[config.mk]
export PLATFORM = sky130hd
export DESIGN_NAME = postfix_expression_evaluator_top
export DESIGN_NICKNAME = d
export VERILOG_FILES = /design/src/pfe_pkg.sv /design/src/pfe_front.sv /design/src/pfe_fifo.sv /design/src/pfe_muldiv.sv /design/src/pfe_back.sv /design/src/postfix_expression_evaluator_top.sv
export SDC_FILE = /design/constraint.sdc
export NUM_CORES = 2
export LEC_CHECK = 0
export ABC_AREA = 1
export BUFFER_PORTS_ARGS = -buffer_cell sky130_fd_sc_hd__buf_2
export CAP_MARGIN = 20
export CORE_MARGIN = 4
export CORE_UTILIZATION = 25
export CTS_CLUSTER_SIZE = 14
export DETAILED_ROUTE_END_ITERATION = 6
export PLACE_DENSITY_LB_ADDON = 0.2
export SETUP_SLACK_MARGIN = 0.3
export SLEW_MARGIN = 20
export SYNTH_ARGS = -nofsm -noshare
export SYNTH_HDL_FRONTEND = slang
export SYNTH_SLANG_ARGS = --single-unit
[constraint.sdc]
create_clock -name clk_i -period 4.8 [get_ports clk_i]
set_input_delay 0.96 -clock clk_i [delete_from_list [all_inputs] [get_ports clk_i]]
set_output_delay 0.96 -clock clk_i [all_outputs]
set_load 0.01 [all_outputs]
[src/pfe_pkg.sv]
// ----------------------------------------------------------------------------
// pfe_pkg: shared types and constants of the postfix evaluator
// Token codes, status codes, the decoded command kind and the mul/div request.
// ----------------------------------------------------------------------------
`default_nettype none

package pfe_pkg;

  // Token characters
  localparam logic [7:0] TOK_ADD  = 8'h2B;  // '+'
  localparam logic [7:0] TOK_SUB  = 8'h2D;  // '-'
  localparam logic [7:0] TOK_MUL  = 8'h2A;  // '*'
  localparam logic [7:0] TOK_DIV  = 8'h2F;  // '/'
  localparam logic [7:0] TOK_END  = 8'h2E;  // '.'
  localparam logic [7:0] TOK_VAR0 = 8'h61;  // 'a'

  // Status codes
  localparam logic [1:0] ST_OK    = 2'd0;
  localparam logic [1:0] ST_UNDER = 2'd1;
  localparam logic [1:0] ST_OVER  = 2'd2;
  localparam logic [1:0] ST_DIVZ  = 2'd3;

  // Fixed field widths
  localparam int unsigned TOKEN_W   = 8;
  localparam int unsigned REG_W     = 32;
  localparam int unsigned TOP_W     = 32;
  localparam int unsigned DEPTH_W   = 5;
  localparam int unsigned STATUS_W  = 2;
  localparam int unsigned CFG_IDX_W = 3;

  typedef enum logic [2:0] {
    KIND_PUSH,
    KIND_ADD,
    KIND_SUB,
    KIND_MUL,
    KIND_DIV,
    KIND_END
  } kind_e;

  localparam int unsigned KIND_W = $bits(kind_e);

  // Request to the shared multiply/divide unit
  typedef struct packed {
    logic start;
    logic div;
  } md_cmd_t;

endpackage

`default_nettype wire

[src/pfe_front.sv]
// ----------------------------------------------------------------------------
// pfe_front: token decode
// Holds the variable registers, classifies each token and resolves the
// value a push token carries.
// ----------------------------------------------------------------------------
`default_nettype none

module pfe_front #(
  parameter int unsigned NUM_VARS   = 8,
  parameter int unsigned DATA_WIDTH = 32
) (
  input  wire logic                            clk_i,
  input  wire logic                            rst_ni,
  input  wire logic                            cfg_we_i,
  input  wire logic [pfe_pkg::CFG_IDX_W-1:0]   cfg_idx_i,
  input  wire logic [pfe_pkg::REG_W-1:0]       cfg_wdata_i,
  input  wire logic [pfe_pkg::TOKEN_W-1:0]     token_i,
  output pfe_pkg::kind_e                       kind_o,
  output logic [DATA_WIDTH-1:0]                value_o
);
  import pfe_pkg::*;

  localparam int unsigned VIW = (NUM_VARS > 1) ? $clog2(NUM_VARS) : 1;

  logic [REG_W-1:0]   var_q [NUM_VARS];
  logic [TOKEN_W-1:0] var_off;
  logic               is_var;
  logic [63:0]        var_ext;

  always_ff @(posedge clk_i or negedge rst_ni) begin
    if (!rst_ni) begin
      for (int i = 0; i < NUM_VARS; i++) begin
        var_q[i] <= '0;
      end
    end else if (cfg_we_i && (int'(cfg_idx_i) < NUM_VARS)) begin
      var_q[cfg_idx_i[VIW-1:0]] <= cfg_wdata_i;
    end
  end

  assign var_off = token_i - TOK_VAR0;
  assign is_var  = (token_i >= TOK_VAR0) && (int'(var_off) < NUM_VARS);
  assign var_ext = 64'(signed'(var_q[var_off[VIW-1:0]]));

  always_comb begin
    value_o = '0;
    priority if (token_i == TOK_ADD) begin
      kind_o = KIND_ADD;
    end else if (token_i == TOK_SUB) begin
      kind_o = KIND_SUB;
    end else if (token_i == TOK_MUL) begin
      kind_o = KIND_MUL;
    end else if (token_i == TOK_DIV) begin
      kind_o = KIND_DIV;
    end else if (token_i == TOK_END) begin
      kind_o = KIND_END;
    end else begin
      kind_o = KIND_PUSH;
      if (is_var) value_o = var_ext[DATA_WIDTH-1:0];
    end
  end

endmodule

`default_nettype wire

[src/pfe_fifo.sv]
// ----------------------------------------------------------------------------
// pfe_fifo: two-entry command queue
// Decouples token decode from stack execution.
// ----------------------------------------------------------------------------
`default_nettype none

module pfe_fifo #(
  parameter int unsigned WIDTH = 35
) (
  input  wire logic             clk_i,
  input  wire logic             rst_ni,
  input  wire logic             push_i,
  input  wire logic [WIDTH-1:0] data_i,
  output logic                  full_o,
  input  wire logic             pop_i,
  output logic                  valid_o,
  output logic [WIDTH-1:0]      data_o
);

  logic [WIDTH-1:0] mem_q [2];
  logic             wr_ptr_q, wr_ptr_d;
  logic             rd_ptr_q, rd_ptr_d;
  logic [1:0]       cnt_q, cnt_d;
  logic             do_push, do_pop;

  assign full_o  = (cnt_q == 2'd2);
  assign valid_o = (cnt_q != 2'd0);
  assign data_o  = mem_q[rd_ptr_q];
  assign do_push = push_i && !full_o;
  assign do_pop  = pop_i && valid_o;

  always_comb begin
    wr_ptr_d = wr_ptr_q ^ do_push;
    rd_ptr_d = rd_ptr_q ^ do_pop;
    cnt_d    = cnt_q + 2'(do_push) - 2'(do_pop);
  end

  always_ff @(posedge clk_i or negedge rst_ni) begin
    if (!rst_ni) begin
      wr_ptr_q <= 1'b0;
      rd_ptr_q <= 1'b0;
      cnt_q    <= 2'd0;
    end else begin
      wr_ptr_q <= wr_ptr_d;
      rd_ptr_q <= rd_ptr_d;
      cnt_q    <= cnt_d;
    end
  end

  always_ff @(posedge clk_i) begin
    if (do_push) mem_q[wr_ptr_q] <= data_i;
  end

endmodule

`default_nettype wire

[src/pfe_muldiv.sv]
// ----------------------------------------------------------------------------
// pfe_muldiv: bit-serial multiply / signed divide
// One bit per cycle: shift-add multiply (low half) or restoring division on
// magnitudes with the sign applied at the end.
// ----------------------------------------------------------------------------
`default_nettype none

module pfe_muldiv #(
  parameter int unsigned DATA_WIDTH = 32
) (
  input  wire logic                  clk_i,
  input  wire logic                  rst_ni,
  input  wire pfe_pkg::md_cmd_t      cmd_i,
  input  wire logic [DATA_WIDTH-1:0] a_i,
  input  wire logic [DATA_WIDTH-1:0] b_i,
  output logic                       done_o,
  output logic [DATA_WIDTH-1:0]      result_o
);
  import pfe_pkg::*;

  localparam int unsigned W    = DATA_WIDTH;
  localparam int unsigned CNTW = $clog2(W + 1);

  logic            busy_q, done_q, div_q, neg_q;
  logic [CNTW-1:0] cnt_q;
  logic [W-1:0]    acc_q;  // product, or partial remainder
  logic [W-1:0]    opa_q;  // shifted multiplicand, or divisor magnitude
  logic [W-1:0]    opb_q;  // multiplier, or dividend shifting into quotient
  logic [W:0]      shifted;
  logic [W+1:0]    diff;

  assign shifted = {acc_q, opb_q[W-1]};
  assign diff    = {1'b0, shifted} - {2'b00, opa_q};

  always_ff @(posedge clk_i or negedge rst_ni) begin
    if (!rst_ni) begin
      busy_q <= 1'b0;
      done_q <= 1'b0;
      cnt_q  <= '0;
    end else begin
      done_q <= !cmd_i.start && busy_q && (cnt_q == CNTW'(1));
      if (cmd_i.start) begin
        busy_q <= 1'b1;
        cnt_q  <= CNTW'(W);
      end else if (busy_q) begin
        cnt_q <= cnt_q - CNTW'(1);
        if (cnt_q == CNTW'(1)) begin
          busy_q <= 1'b0;
        end
      end
    end
  end

  always_ff @(posedge clk_i) begin
    if (cmd_i.start) begin
      div_q <= cmd_i.div;
      neg_q <= a_i[W-1] ^ b_i[W-1];
      acc_q <= '0;
      if (cmd_i.div) begin
        opb_q <= a_i[W-1] ? (W'(0) - a_i) : a_i;
        opa_q <= b_i[W-1] ? (W'(0) - b_i) : b_i;
      end else begin
        opb_q <= b_i;
        opa_q <= a_i;
      end
    end else if (busy_q) begin
      if (div_q) begin
        if (!diff[W+1]) begin
          acc_q <= diff[W-1:0];
          opb_q <= {opb_q[W-2:0], 1'b1};
        end else begin
          acc_q <= shifted[W-1:0];
          opb_q <= {opb_q[W-2:0], 1'b0};
        end
      end else begin
        if (opb_q[0]) acc_q <= acc_q + opa_q;
        opa_q <= {opa_q[W-2:0], 1'b0};
        opb_q <= {1'b0, opb_q[W-1:1]};
      end
    end
  end

  assign done_o   = done_q;
  assign result_o = !div_q ? acc_q : (neg_q ? (W'(0) - opb_q) : opb_q);

endmodule

`default_nettype wire

[src/pfe_back.sv]
// ----------------------------------------------------------------------------
// pfe_back: stack execution
// Top of stack lives in a register, the rest in a single-port-style memory.
// Runs one command at a time and holds the result in an output register.
// ----------------------------------------------------------------------------
`default_nettype none

module pfe_back #(
  parameter int unsigned STACK_DEPTH = 16,
  parameter int unsigned DATA_WIDTH  = 32
) (
  input  wire logic                          clk_i,
  input  wire logic                          rst_ni,
  input  wire logic                          q_valid_i,
  input  wire pfe_pkg::kind_e                q_kind_i,
  input  wire logic [DATA_WIDTH-1:0]         q_value_i,
  output logic                               q_pop_o,
  output pfe_pkg::md_cmd_t                   md_cmd_o,
  output logic [DATA_WIDTH-1:0]              md_a_o,
  output logic [DATA_WIDTH-1:0]              md_b_o,
  input  wire logic                          md_done_i,
  input  wire logic [DATA_WIDTH-1:0]         md_result_i,
  output logic                               out_valid_o,
  input  wire logic                          out_stall_i,
  output logic [pfe_pkg::TOP_W-1:0]          top_value_o,
  output logic [pfe_pkg::DEPTH_W-1:0]        depth_o,
  output logic [pfe_pkg::STATUS_W-1:0]       status_o,
  output logic                               expr_done_o
);
  import pfe_pkg::*;

  localparam int unsigned W  = DATA_WIDTH;
  localparam int unsigned CW = $clog2(STACK_DEPTH + 1);
  localparam int unsigned AW = $clog2(STACK_DEPTH);

  typedef enum logic [2:0] {
    S_IDLE,
    S_DISPATCH,
    S_CALC,
    S_WAIT,
    S_RESP
  } state_e;

  state_e              state_q;
  kind_e               kind_q;
  logic [W-1:0]        cmd_val_q;
  logic [CW-1:0]       count_q;
  logic [W-1:0]        tos_q;
  logic [W-1:0]        second_q;
  logic [W-1:0]        res_top_q;
  logic [STATUS_W-1:0] res_status_q;
  logic                res_done_q;
  logic                out_valid_q;
  logic [TOP_W-1:0]    top_value_q;
  logic [DEPTH_W-1:0]  depth_q;
  logic [STATUS_W-1:0] status_q;
  logic                expr_done_q;

  // memory holds the entries below the top, index 0 at the bottom
  logic [W-1:0]  stack_mem [STACK_DEPTH];
  logic          mem_we, mem_re;
  logic [CW-1:0] cnt_m1, cnt_m2;
  logic [W-1:0]  sum, dif;
  logic [63:0]   top_ext;
  logic          is_full, slot_free, resp_fire;

  assign cnt_m1    = count_q - CW'(1);
  assign cnt_m2    = count_q - CW'(2);
  assign is_full   = (count_q == CW'(STACK_DEPTH));
  assign sum       = second_q + tos_q;
  assign dif       = second_q - tos_q;
  assign top_ext   = 64'(signed'(res_top_q));
  assign slot_free = !out_valid_q || !out_stall_i;
  assign resp_fire = (state_q == S_RESP) && slot_free;

  assign q_pop_o = (state_q == S_IDLE) && q_valid_i;

  always_comb begin
    mem_we = (state_q == S_DISPATCH) && (kind_q == KIND_PUSH) && !is_full
             && (count_q != '0);
    mem_re = (state_q == S_DISPATCH) && (kind_q != KIND_PUSH) && (kind_q != KIND_END)
             && (count_q >= CW'(2));
    md_cmd_o.start = (state_q == S_CALC)
                     && ((kind_q == KIND_MUL) || ((kind_q == KIND_DIV) && (tos_q != '0)));
    md_cmd_o.div   = (kind_q == KIND_DIV);
    md_a_o         = second_q;
    md_b_o         = tos_q;
  end

  always_ff @(posedge clk_i) begin
    if (mem_we) stack_mem[cnt_m1[AW-1:0]] <= tos_q;
    if (mem_re) second_q <= stack_mem[cnt_m2[AW-1:0]];
  end

  always_ff @(posedge clk_i or negedge rst_ni) begin
    if (!rst_ni) begin
      state_q      <= S_IDLE;
      kind_q       <= KIND_PUSH;
      cmd_val_q    <= '0;
      count_q      <= '0;
      tos_q        <= '0;
      res_top_q    <= '0;
      res_status_q <= ST_OK;
      res_done_q   <= 1'b0;
      out_valid_q  <= 1'b0;
      top_value_q  <= '0;
      depth_q      <= '0;
      status_q     <= ST_OK;
      expr_done_q  <= 1'b0;
    end else begin
      if (resp_fire) begin
        out_valid_q <= 1'b1;
      end else if (out_valid_q && !out_stall_i) begin
        out_valid_q <= 1'b0;
      end

      unique case (state_q)
        S_IDLE: begin
          if (q_valid_i) begin
            kind_q    <= q_kind_i;
            cmd_val_q <= q_value_i;
            state_q   <= S_DISPATCH;
          end
        end

        S_DISPATCH: begin
          unique case (kind_q)
            KIND_PUSH: begin
              res_done_q <= 1'b0;
              state_q    <= S_RESP;
              if (is_full) begin
                res_status_q <= ST_OVER;
                res_top_q    <= tos_q;
              end else begin
                res_status_q <= ST_OK;
                tos_q        <= cmd_val_q;
                count_q      <= count_q + CW'(1);
                res_top_q    <= cmd_val_q;
              end
            end
            KIND_END: begin
              res_done_q <= 1'b1;
              state_q    <= S_RESP;
              if (count_q == '0) begin
                res_status_q <= ST_UNDER;
                res_top_q    <= '0;
              end else begin
                res_status_q <= ST_OK;
                res_top_q    <= tos_q;
                count_q      <= '0;
              end
            end
            default: begin
              res_done_q <= 1'b0;
              if (count_q < CW'(2)) begin
                res_status_q <= ST_UNDER;
                res_top_q    <= (count_q == '0) ? '0 : tos_q;
                state_q      <= S_RESP;
              end else begin
                res_status_q <= ST_OK;
                state_q      <= S_CALC;
              end
            end
          endcase
        end

        S_CALC: begin
          unique case (kind_q)
            KIND_ADD: begin
              tos_q     <= sum;
              res_top_q <= sum;
              count_q   <= cnt_m1;
              state_q   <= S_RESP;
            end
            KIND_SUB: begin
              tos_q     <= dif;
              res_top_q <= dif;
              count_q   <= cnt_m1;
              state_q   <= S_RESP;
            end
            KIND_DIV: begin
              if (tos_q == '0) begin
                res_status_q <= ST_DIVZ;
                res_top_q    <= tos_q;
                state_q      <= S_RESP;
              end else begin
                state_q <= S_WAIT;
              end
            end
            default: state_q <= S_WAIT;
          endcase
        end

        S_WAIT: begin
          if (md_done_i) begin
            tos_q     <= md_result_i;
            res_top_q <= md_result_i;
            count_q   <= cnt_m1;
            state_q   <= S_RESP;
          end
        end

        S_RESP: begin
          if (slot_free) begin
            top_value_q <= top_ext[TOP_W-1:0];
            depth_q     <= DEPTH_W'(count_q);
            status_q    <= res_status_q;
            expr_done_q <= res_done_q;
            state_q     <= S_IDLE;
          end
        end

        default: state_q <= S_IDLE;
      endcase
    end
  end

  assign out_valid_o = out_valid_q;
  assign top_value_o = top_value_q;
  assign depth_o     = depth_q;
  assign status_o    = status_q;
  assign expr_done_o = expr_done_q;

endmodule

`default_nettype wire

[src/postfix_expression_evaluator_top.sv]
// ----------------------------------------------------------------------------
// postfix_expression_evaluator_top: RPN integer expression evaluator
// Token decode, a two-entry command queue, stack execution and a serial
// multiply/divide unit.
// ----------------------------------------------------------------------------
// One ASCII token per request, one result per token. Letters 'a'.. push the
// variable registers, other plain characters push 0, + - * / combine the top
// two values, '.' reports the final value and empties the stack. Errors
// (underflow, overflow, divide by zero) leave the stack untouched. A push or
// '.' passes through dispatch and response; + and - add a calculate step, and
// * and / then wait on the bit-serial multiply/divide unit, which works one
// bit per cycle, unless an error ends them early. The queue takes up to two
// tokens ahead while a command executes. The user must write the variable
// registers only while the block is idle; the block does not enforce it.
// ----------------------------------------------------------------------------
`default_nettype none

module postfix_expression_evaluator_top #(
  parameter int unsigned STACK_DEPTH = 16,
  parameter int unsigned NUM_VARS    = 8,
  parameter int unsigned DATA_WIDTH  = 32
) (
  input  wire logic                           clk_i,
  input  wire logic                           rst_ni,
  input  wire logic                           cfg_we_i,
  input  wire logic [pfe_pkg::CFG_IDX_W-1:0]  cfg_idx_i,
  input  wire logic [pfe_pkg::REG_W-1:0]      cfg_wdata_i,
  input  wire logic                           in_valid_i,
  output logic                                in_stall_o,
  input  wire logic [pfe_pkg::TOKEN_W-1:0]    token_i,
  output logic                                out_valid_o,
  input  wire logic                           out_stall_i,
  output logic [pfe_pkg::TOP_W-1:0]           top_value_o,
  output logic [pfe_pkg::DEPTH_W-1:0]         depth_o,
  output logic [pfe_pkg::STATUS_W-1:0]        status_o,
  output logic                                expr_done_o
);
  import pfe_pkg::*;

  localparam int unsigned QW = KIND_W + DATA_WIDTH;

  kind_e                 fe_kind;
  logic [DATA_WIDTH-1:0] fe_value;
  logic                  q_full, q_valid, q_pop;
  logic [QW-1:0]         q_data;
  kind_e                 q_kind;
  logic [DATA_WIDTH-1:0] q_value;
  md_cmd_t               md_cmd;
  logic [DATA_WIDTH-1:0] md_a, md_b, md_result;
  logic                  md_done;

  pfe_front #(
    .NUM_VARS   (NUM_VARS),
    .DATA_WIDTH (DATA_WIDTH)
  ) u_front (
    .clk_i       (clk_i),
    .rst_ni      (rst_ni),
    .cfg_we_i    (cfg_we_i),
    .cfg_idx_i   (cfg_idx_i),
    .cfg_wdata_i (cfg_wdata_i),
    .token_i     (token_i),
    .kind_o      (fe_kind),
    .value_o     (fe_value)
  );

  assign in_stall_o = q_full;

  pfe_fifo #(
    .WIDTH (QW)
  ) u_fifo (
    .clk_i   (clk_i),
    .rst_ni  (rst_ni),
    .push_i  (in_valid_i),
    .data_i  ({fe_kind, fe_value}),
    .full_o  (q_full),
    .pop_i   (q_pop),
    .valid_o (q_valid),
    .data_o  (q_data)
  );

  assign q_kind  = kind_e'(q_data[QW-1:DATA_WIDTH]);
  assign q_value = q_data[DATA_WIDTH-1:0];

  pfe_back #(
    .STACK_DEPTH (STACK_DEPTH),
    .DATA_WIDTH  (DATA_WIDTH)
  ) u_back (
    .clk_i       (clk_i),
    .rst_ni      (rst_ni),
    .q_valid_i   (q_valid),
    .q_kind_i    (q_kind),
    .q_value_i   (q_value),
    .q_pop_o     (q_pop),
    .md_cmd_o    (md_cmd),
    .md_a_o      (md_a),
    .md_b_o      (md_b),
    .md_done_i   (md_done),
    .md_result_i (md_result),
    .out_valid_o (out_valid_o),
    .out_stall_i (out_stall_i),
    .top_value_o (top_value_o),
    .depth_o     (depth_o),
    .status_o    (status_o),
    .expr_done_o (expr_done_o)
  );

  pfe_muldiv #(
    .DATA_WIDTH (DATA_WIDTH)
  ) u_muldiv (
    .clk_i    (clk_i),
    .rst_ni   (rst_ni),
    .cmd_i    (md_cmd),
    .a_i      (md_a),
    .b_i      (md_b),
    .done_o   (md_done),
    .result_o (md_result)
  );

  // an accepted token is always waiting in the queue the next cycle
  a_accept_queued: assert property (@(posedge clk_i) disable iff (!rst_ni)
    in_valid_i && !in_stall_o |=> q_valid)
    else $error("accepted token missing from queue");

  // end of expression always leaves an empty stack
  a_end_empties: assert property (@(posedge clk_i) disable iff (!rst_ni)
    out_valid_o && expr_done_o |-> depth_o == '0)
    else $error("stack not empty after end of expression");

  // divide by zero only comes from an operator token
  a_divz_not_end: assert property (@(posedge clk_i) disable iff (!rst_ni)
    out_valid_o && (status_o == ST_DIVZ) |-> !expr_done_o && depth_o >= DEPTH_W'(2))
    else $error("divide-by-zero status on a bad token");

  // a mul/div start is never followed directly by another start
  a_md_start_idle: assert property (@(posedge clk_i) disable iff (!rst_ni)
    md_cmd.start |=> !md_cmd.start)
    else $error("back-to-back mul/div start");

endmodule

`default_nettype wire
### After elaboration in Yosys (flattened, before gate mapping)

Memories as Yosys holds them, arrays and structs flattened. A register that Yosys moved wholly into a read port is not among the register bits.
Index checks and enable logic that the tools add are counted.

* word-level logic and storage cells: 217
* memories: 2
* output and inout bits: 42
* RAM bits: 582
* register bits after elaboration: 482
* input port bits: 48

* $lt $le $gt $ge: 7
* bitwise gates (word level): 5
* muxes and demuxes: 77
* equality and inequality tests: 33
* add/sub/neg operators: 14
* reduce and logical (&&, ||, !) cells: 49

Memory list
* u_back.stack_mem: depth 16, width 32, rd ports 1, clocked after memory_dff 1, write ports 1, line pfe_back.sv:60 `logic [W-1:0] stack_mem [STACK_DEPTH];`
* u_fifo.mem_q: depth 2, width 35, rd ports 1, clocked after memory_dff 1, write ports 1, line pfe_fifo.sv:20 `logic [WIDTH-1:0] mem_q [2];`

Operators by type and width (number)
* 32-bit 2-to-1 mux: 30
* 32-bit case mux with 3 select lines: 3
* 256-bit bitwise mux: 1
* 32-bit case mux with 2 select lines: 2
* 32-bit binary-select mux with 3-bit select: 1
* 32-bit demux with 3-bit select: 1
* 1-bit by 32-bit subtractor with 32-bit output (first input constant): 3
* 32-bit adder: 2
* 8-bit by 6-bit == test with 1-bit output (second input constant): 5
* 33-bit by 32-bit subtractor with 34-bit output: 1
* 3-bit 2-to-1 mux: 11
* 32-bit zero test: 1
* 32-bit nonzero test: 1
* 32-bit subtractor: 1
* 5-bit 2-to-1 mux: 4
* 3-bit != test (second input constant): 6
* 1-bit logical AND: 17
* 3-bit case mux with 5 select lines: 1
* 5-bit case mux with 3 select lines: 1
* 1-bit 2-to-1 mux: 13
* 3-bit by 2-bit == test with 1-bit output (second input constant): 4
* 6-bit 2-to-1 mux: 2
* 2-bit by 1-bit != test with 1-bit output (second input constant): 5
* 5-bit case mux with 2 select lines: 1
* 39 further kinds: 68

### Longest topological paths before layout

* depth after elaboration: 11
* gate-level depth with buffers: 19
* mapped depth without buffers: 18

### Hierarchy

From an unflattened synthesis, not the netlist that was laid out.

* cell total of the unflattened synthesis: 7585
* area, all modules: 61939.4 um^2

By module, submodules not included
* pfe_back: seq. area each 20114.3 um^2, area each 34212.8 um^2, cells an instance 3671, instances 1
* pfe_muldiv: seq. area each 2822.7 um^2, area each 13013.7 um^2, cells an instance 2232, instances 1
* pfe_front: seq. area each 6406.1 um^2, area each 11863.9 um^2, cells an instance 1469, instances 1
* pfe_fifo: seq. area each 2202.1 um^2, area each 2849.0 um^2, cells an instance 213, instances 1

### Worst setup path before layout

OpenSTA, ideal clock, no wires.

* kind: register -> register
* from: register u_muldiv.div_q
* to: register u_muldiv.opa_q[0], enable pin
* arrival time: 3373 ps
* path buffers: 4
* required time: 4334 ps
* library setup time: 466 ps
* slack: 962 ps
* stages on the path, launching flop included: 6
* cell sequence: edfxtp_1 -> clkbuf_1 -> buf_2 -> buf_1 -> clkbuf_1 -> o21ai_0

* longest elaborated chain between the ends: 2

Ends and longest elaborated chain
* from (decl): line pfe_muldiv.sv:24 `logic busy_q, done_q, div_q, neg_q;`
* from (signal assigned): line pfe_muldiv.sv:56 `div_q <= cmd_i.div;`
* 2-bit by 1-bit != test with 1-bit output (no line)
* 2-bit AND reduction (no line)
* to (signal assigned): line pfe_muldiv.sv:61 `opa_q <= b_i[W-1] ? (W'(0) - b_i) : b_i;`
* to (signal assigned): line pfe_muldiv.sv:64 `opa_q <= a_i;`
* to (signal assigned): line pfe_muldiv.sv:77 `opa_q <= {opa_q[W-2:0], 1'b0};`
* to (decl): line pfe_muldiv.sv:27 `logic [W-1:0] opa_q;`

Every way passes these cells.
A chain may end at the register's enable or synchronous reset.

### Worst setup path in the final report

* from: register u_back.state_q[2]
* to: register u_back.res_top_q[8]

* longest elaborated chain between the ends: 3

Ends and longest elaborated chain
* from (decl): line pfe_back.sv:44 `state_e state_q;`
* from (signal assigned): line pfe_back.sv:97 `state_q <= S_IDLE;`
* from (signal assigned): line pfe_back.sv:122 `state_q <= S_DISPATCH;`
* from (signal assigned): line pfe_back.sv:130 `state_q <= S_RESP;`
* 3-bit by 2-bit == test with 1-bit output or 3-bit by 1-bit == test with 1-bit output (tied branches): line pfe_back.sv:117 `unique case (state_q)`
* 4-bit by 3-bit != test with 1-bit output (no line) (tied with other cells)
* 5-bit AND reduction (no line)
* to (signal assigned): line pfe_back.sv:133 `res_top_q <= tos_q;`
* to (signal assigned): line pfe_back.sv:138 `res_top_q <= cmd_val_q;`
* to (signal assigned): line pfe_back.sv:149 `res_top_q <= tos_q;`
* to (decl): line pfe_back.sv:50 `logic [W-1:0] res_top_q;`

Parallel ways exist; a longest one is shown, timed or not.

==> out/metrics.yaml <==
status: "finished clean"
multi_input_area_um2: 25000
first_global_vias: 50232
hold_class: "input port to asynchronous set/reset pin"
cap_violations: 0
critPathCaptureType: "register"
setup_violations: 0
syn_area_um2: 60200
p_leak_nw: 27.8
dpl.hpwl_mm: 168
area_growth_pct: 15.0
avgSynthCellArea_um2: 8.60
numCtsBuffers: 135
initial_core_util_pct: 25.2
drive_gt1_share_pct: 8.52
total_power_mw: 51.0
rsz0062_at_grt: "false"
path_cells: "nor2_4 > inv_2 > nor2_4 > buf_4 > a21oi_1 > nand2_1 > nand2_2 > inv_2 > o21ai_0 > o21ai_0"
dieArea_um2: 249000
hold_viol: 0
insertion_delay_ns: 0.78
ys_async_sr_fraction_pct: 37.0
postRouteAntennaNets: 0
synth_ff_type: "edfxtp_1"
slowest_stage: "nor2_4"
max_stage_delay_ns: 0.72
h-tree-depth: 4
synth_top_area_cell: "edfxtp_1"
relSlewSlack_pct: 17.0
fin_skew_ns: 0.0299
die-width_um: 499
grt_first_pass_wirelength_mm: 360
yosys.area.top_type_share_pct: 33.9
wire_per_inst_um: 24.2
cts_root_buf: "clkbuf_16"
worstPathMaxFanout: 61
dr.first_iter.drc_count: 5405
grt_use_total_pct: 19.4
synth_warnings: 0
vias_per_cell: 5.09
synthCells: 6996
synth_seq_cells: 1131
regArea_um2: 31600
vdd_ir_drop_max_v: 0.000384
grt_start_max_net_pins: 175
cts_max_path_buffers: 3
synth.most_common_cell: "nand2_1"
drc: 0
cts_sinks: 1131
fin_nets: 7198
portBuffers: 89
ctsHoldBuffers: 0
post-route-period-util_pct: 82.4
stdcell_count: 10274
maxSlewViolCount: 0
cellPowerDensity_nw_per_um2: 737
rows: 179
drt-total-wl_mm: 248
worstPathArrival_ns: 4.63
worstMarginPinSlew_ns: 1.23
timing.final.ws_setup_ns: 0.846
overflow: 0
min_period_ns: 3.95
die_h_um: 499
synth_nets: 7196
core_area_um2: 239000
dr.pass1.iters: 6
routabilityCongestion: 0.975
antenna_found_initial: 12
cts_tree: "yes"
critPathRequiredTime_ns: 5.48
timing.setup.tns_ns: 0
criticalPathCategory: "register to register"
synth_edf_count: 680
io_pins: 90
fill_cells: 25604
clk_pin_slew_ns: 0.06
cts.repair.resized: 0
timing.fmax_ghz: 0.253
start_kind: "register"
placedCellCount: 10028
ys_seq_area_share_pct: 52.4
synthTopCellsByArea: "edfxtp_1, dfrtp_1, o21ai_0, nand2_1, nor2_1"
dpl_worst_slack_ns: 0.931
synth_cell_types: 69
postCtsSetupRepairBufs: 0
synth_commonest_cells: "nand2_1, o21ai_0, nor2_1, edfxtp_1, inv_1"
vias: 52283
[state kept, by name (all words and copies together) (netlist names), 2 cells and up]
name                 count
u_back.stack_mem       512
u_front.var_q          256
u_fifo.mem_q            70
u_back.cmd_val_q        32
u_back.md_a_o           32
u_back.md_b_o           32
u_back.res_top_q        32
u_back.top_value_o      32
u_muldiv.acc_q          32
u_muldiv.opa_q          32
u_muldiv.opb_q          32
u_muldiv.cnt_q           6
u_back.count_q           5
u_back.depth_o           5
u_back.kind_q            3
u_back.state_q           3
u_back.res_status_q      2
u_back.status_o          2
u_fifo.cnt_q             2
[logic make-up (layout without fill, tap and decap cells)]
group,count (synthesis),in the layout,synth area share [%]
and+or+nand+nor,2735,2735,18.6
xor gates and xnor gates,60,60,0.873
AOI/OAI and AO/OA,1887,1887,18.0
muxes,25,25,0.466
buffers and inverters,1006,1115,6.53
adders and majority gates,152,152,3.21
other,0,2,0
DFF,1131,1131,52.4
[path summary, 6_finish.rpt]
| path | cells past startpoint | start | slack (ns) | endpoint |
|---|---|---|---|---|
| min in group clk_i | 3 | cfg_wdata_i[26] | 0.41 | u_front.var_q[26]$_DFFE_PN0P_ |
| worst min-delay path | 1 | rst_ni | 0.27 | u_front.var_q[66]$_DFFE_PN0P_ |
| worst min register to register | 2 | u_front.var_q[40]$_DFFE_PN0P_ | 0.48 | u_front.var_q[40]$_DFFE_PN0P_ |
| worst max-delay path | 10 | u_back.state_q[2]$_DFFE_PN0P_ | 0.85 | u_back.res_top_q[8]$_DFFE_PN0P_ |
| max in group asynchronous | 2 | rst_ni | 3.25 | u_back.res_top_q[23]$_DFFE_PN0P_ |
| worst max register to register | 10 | u_back.state_q[2]$_DFFE_PN0P_ | 0.85 | u_back.res_top_q[8]$_DFFE_PN0P_ |
[per-stage QoR]
stage / instance area, µm² / utilization (%) / hold slack, ns
3_3_place_gp: 64800 / 27.1 / 0.460
6_report: 69200 / 29.0 / 0.269
5_1_grt: 69200 / 29.0 / 0.316
2_1_floorplan: 60200 / - / 0.445
4_1_cts: 69200 / 29.0 / 0.305
3_5_place_dp: 64800 / 27.1 / 0.468
[metal layers]
layer | track usage [%] | wire length (µm) | vias up
met5 | 0 | 92 | -
met4 | 8.42 | 12200 | 12
met3 | 3.23 | 16000 | 503
met2 | 30.8 | 112000 | 2048
met1 | 26.0 | 109000 | 25560
li1 | - | - | 24160
[worst max-delay path: cells and delay by family, from the launching register on]
family                 cells  cell delay [ns]
AND/OR/NAND/NOR            4             1.14
buffers and inverters      3             1.45
AO/OA/AOI/OAI              3             0.74
flip-flops                 1             0.48
[area by class of cell]
| class | instances | share of cell area [%] |
|---|---|---|
| repair buffers | 242 | 2.77 |
| clock buffers | 181 | 5.48 |
| well taps | 3167 | 5.72 |
| clock inverters | 63 | 0.934 |
| diodes | 2 | 0.00723 |
| flip-flops and latches | 1131 | 45.6 |
| inverters | 629 | 3.43 |
| multi-input cells | 4859 | 36.1 |
[power breakdown]
| part | switching, mW | internal, mW |
|---|---|---|
| Sequential | 1.84 | 13.1 |
| Clock | 4.31 | 6.02 |
| Combinational | 18.7 | 7.00 |
[placed cells by master (no fill, tap or decap), drive strengths merged, types with 17 or more instances in the layout]
cell type / Yosys / routed
edfxtp: 680 / 680
o211ai: 109 / 109
mux2: 24 / 24
o21bai: 17 / 17
ha: 148 / 148
dfxtp: 32 / 32
o221a: 32 / 32
buf: 99 / 242
o221ai: 99 / 99
a311oi: 32 / 32
nor3: 59 / 59
o21a: 19 / 19
nor2: 865 / 865
o21ai: 1090 / 1090
dfrtp: 419 / 419
xor2: 46 / 46
nand2: 1336 / 1336
clkinv: 5 / 53
clkbuf: 278 / 181
o22ai: 51 / 51
a31oi: 29 / 29
nand4: 43 / 43
nand3: 400 / 400
a21oi: 345 / 345
inv: 624 / 628
Power figures use the tool's default switching activity.
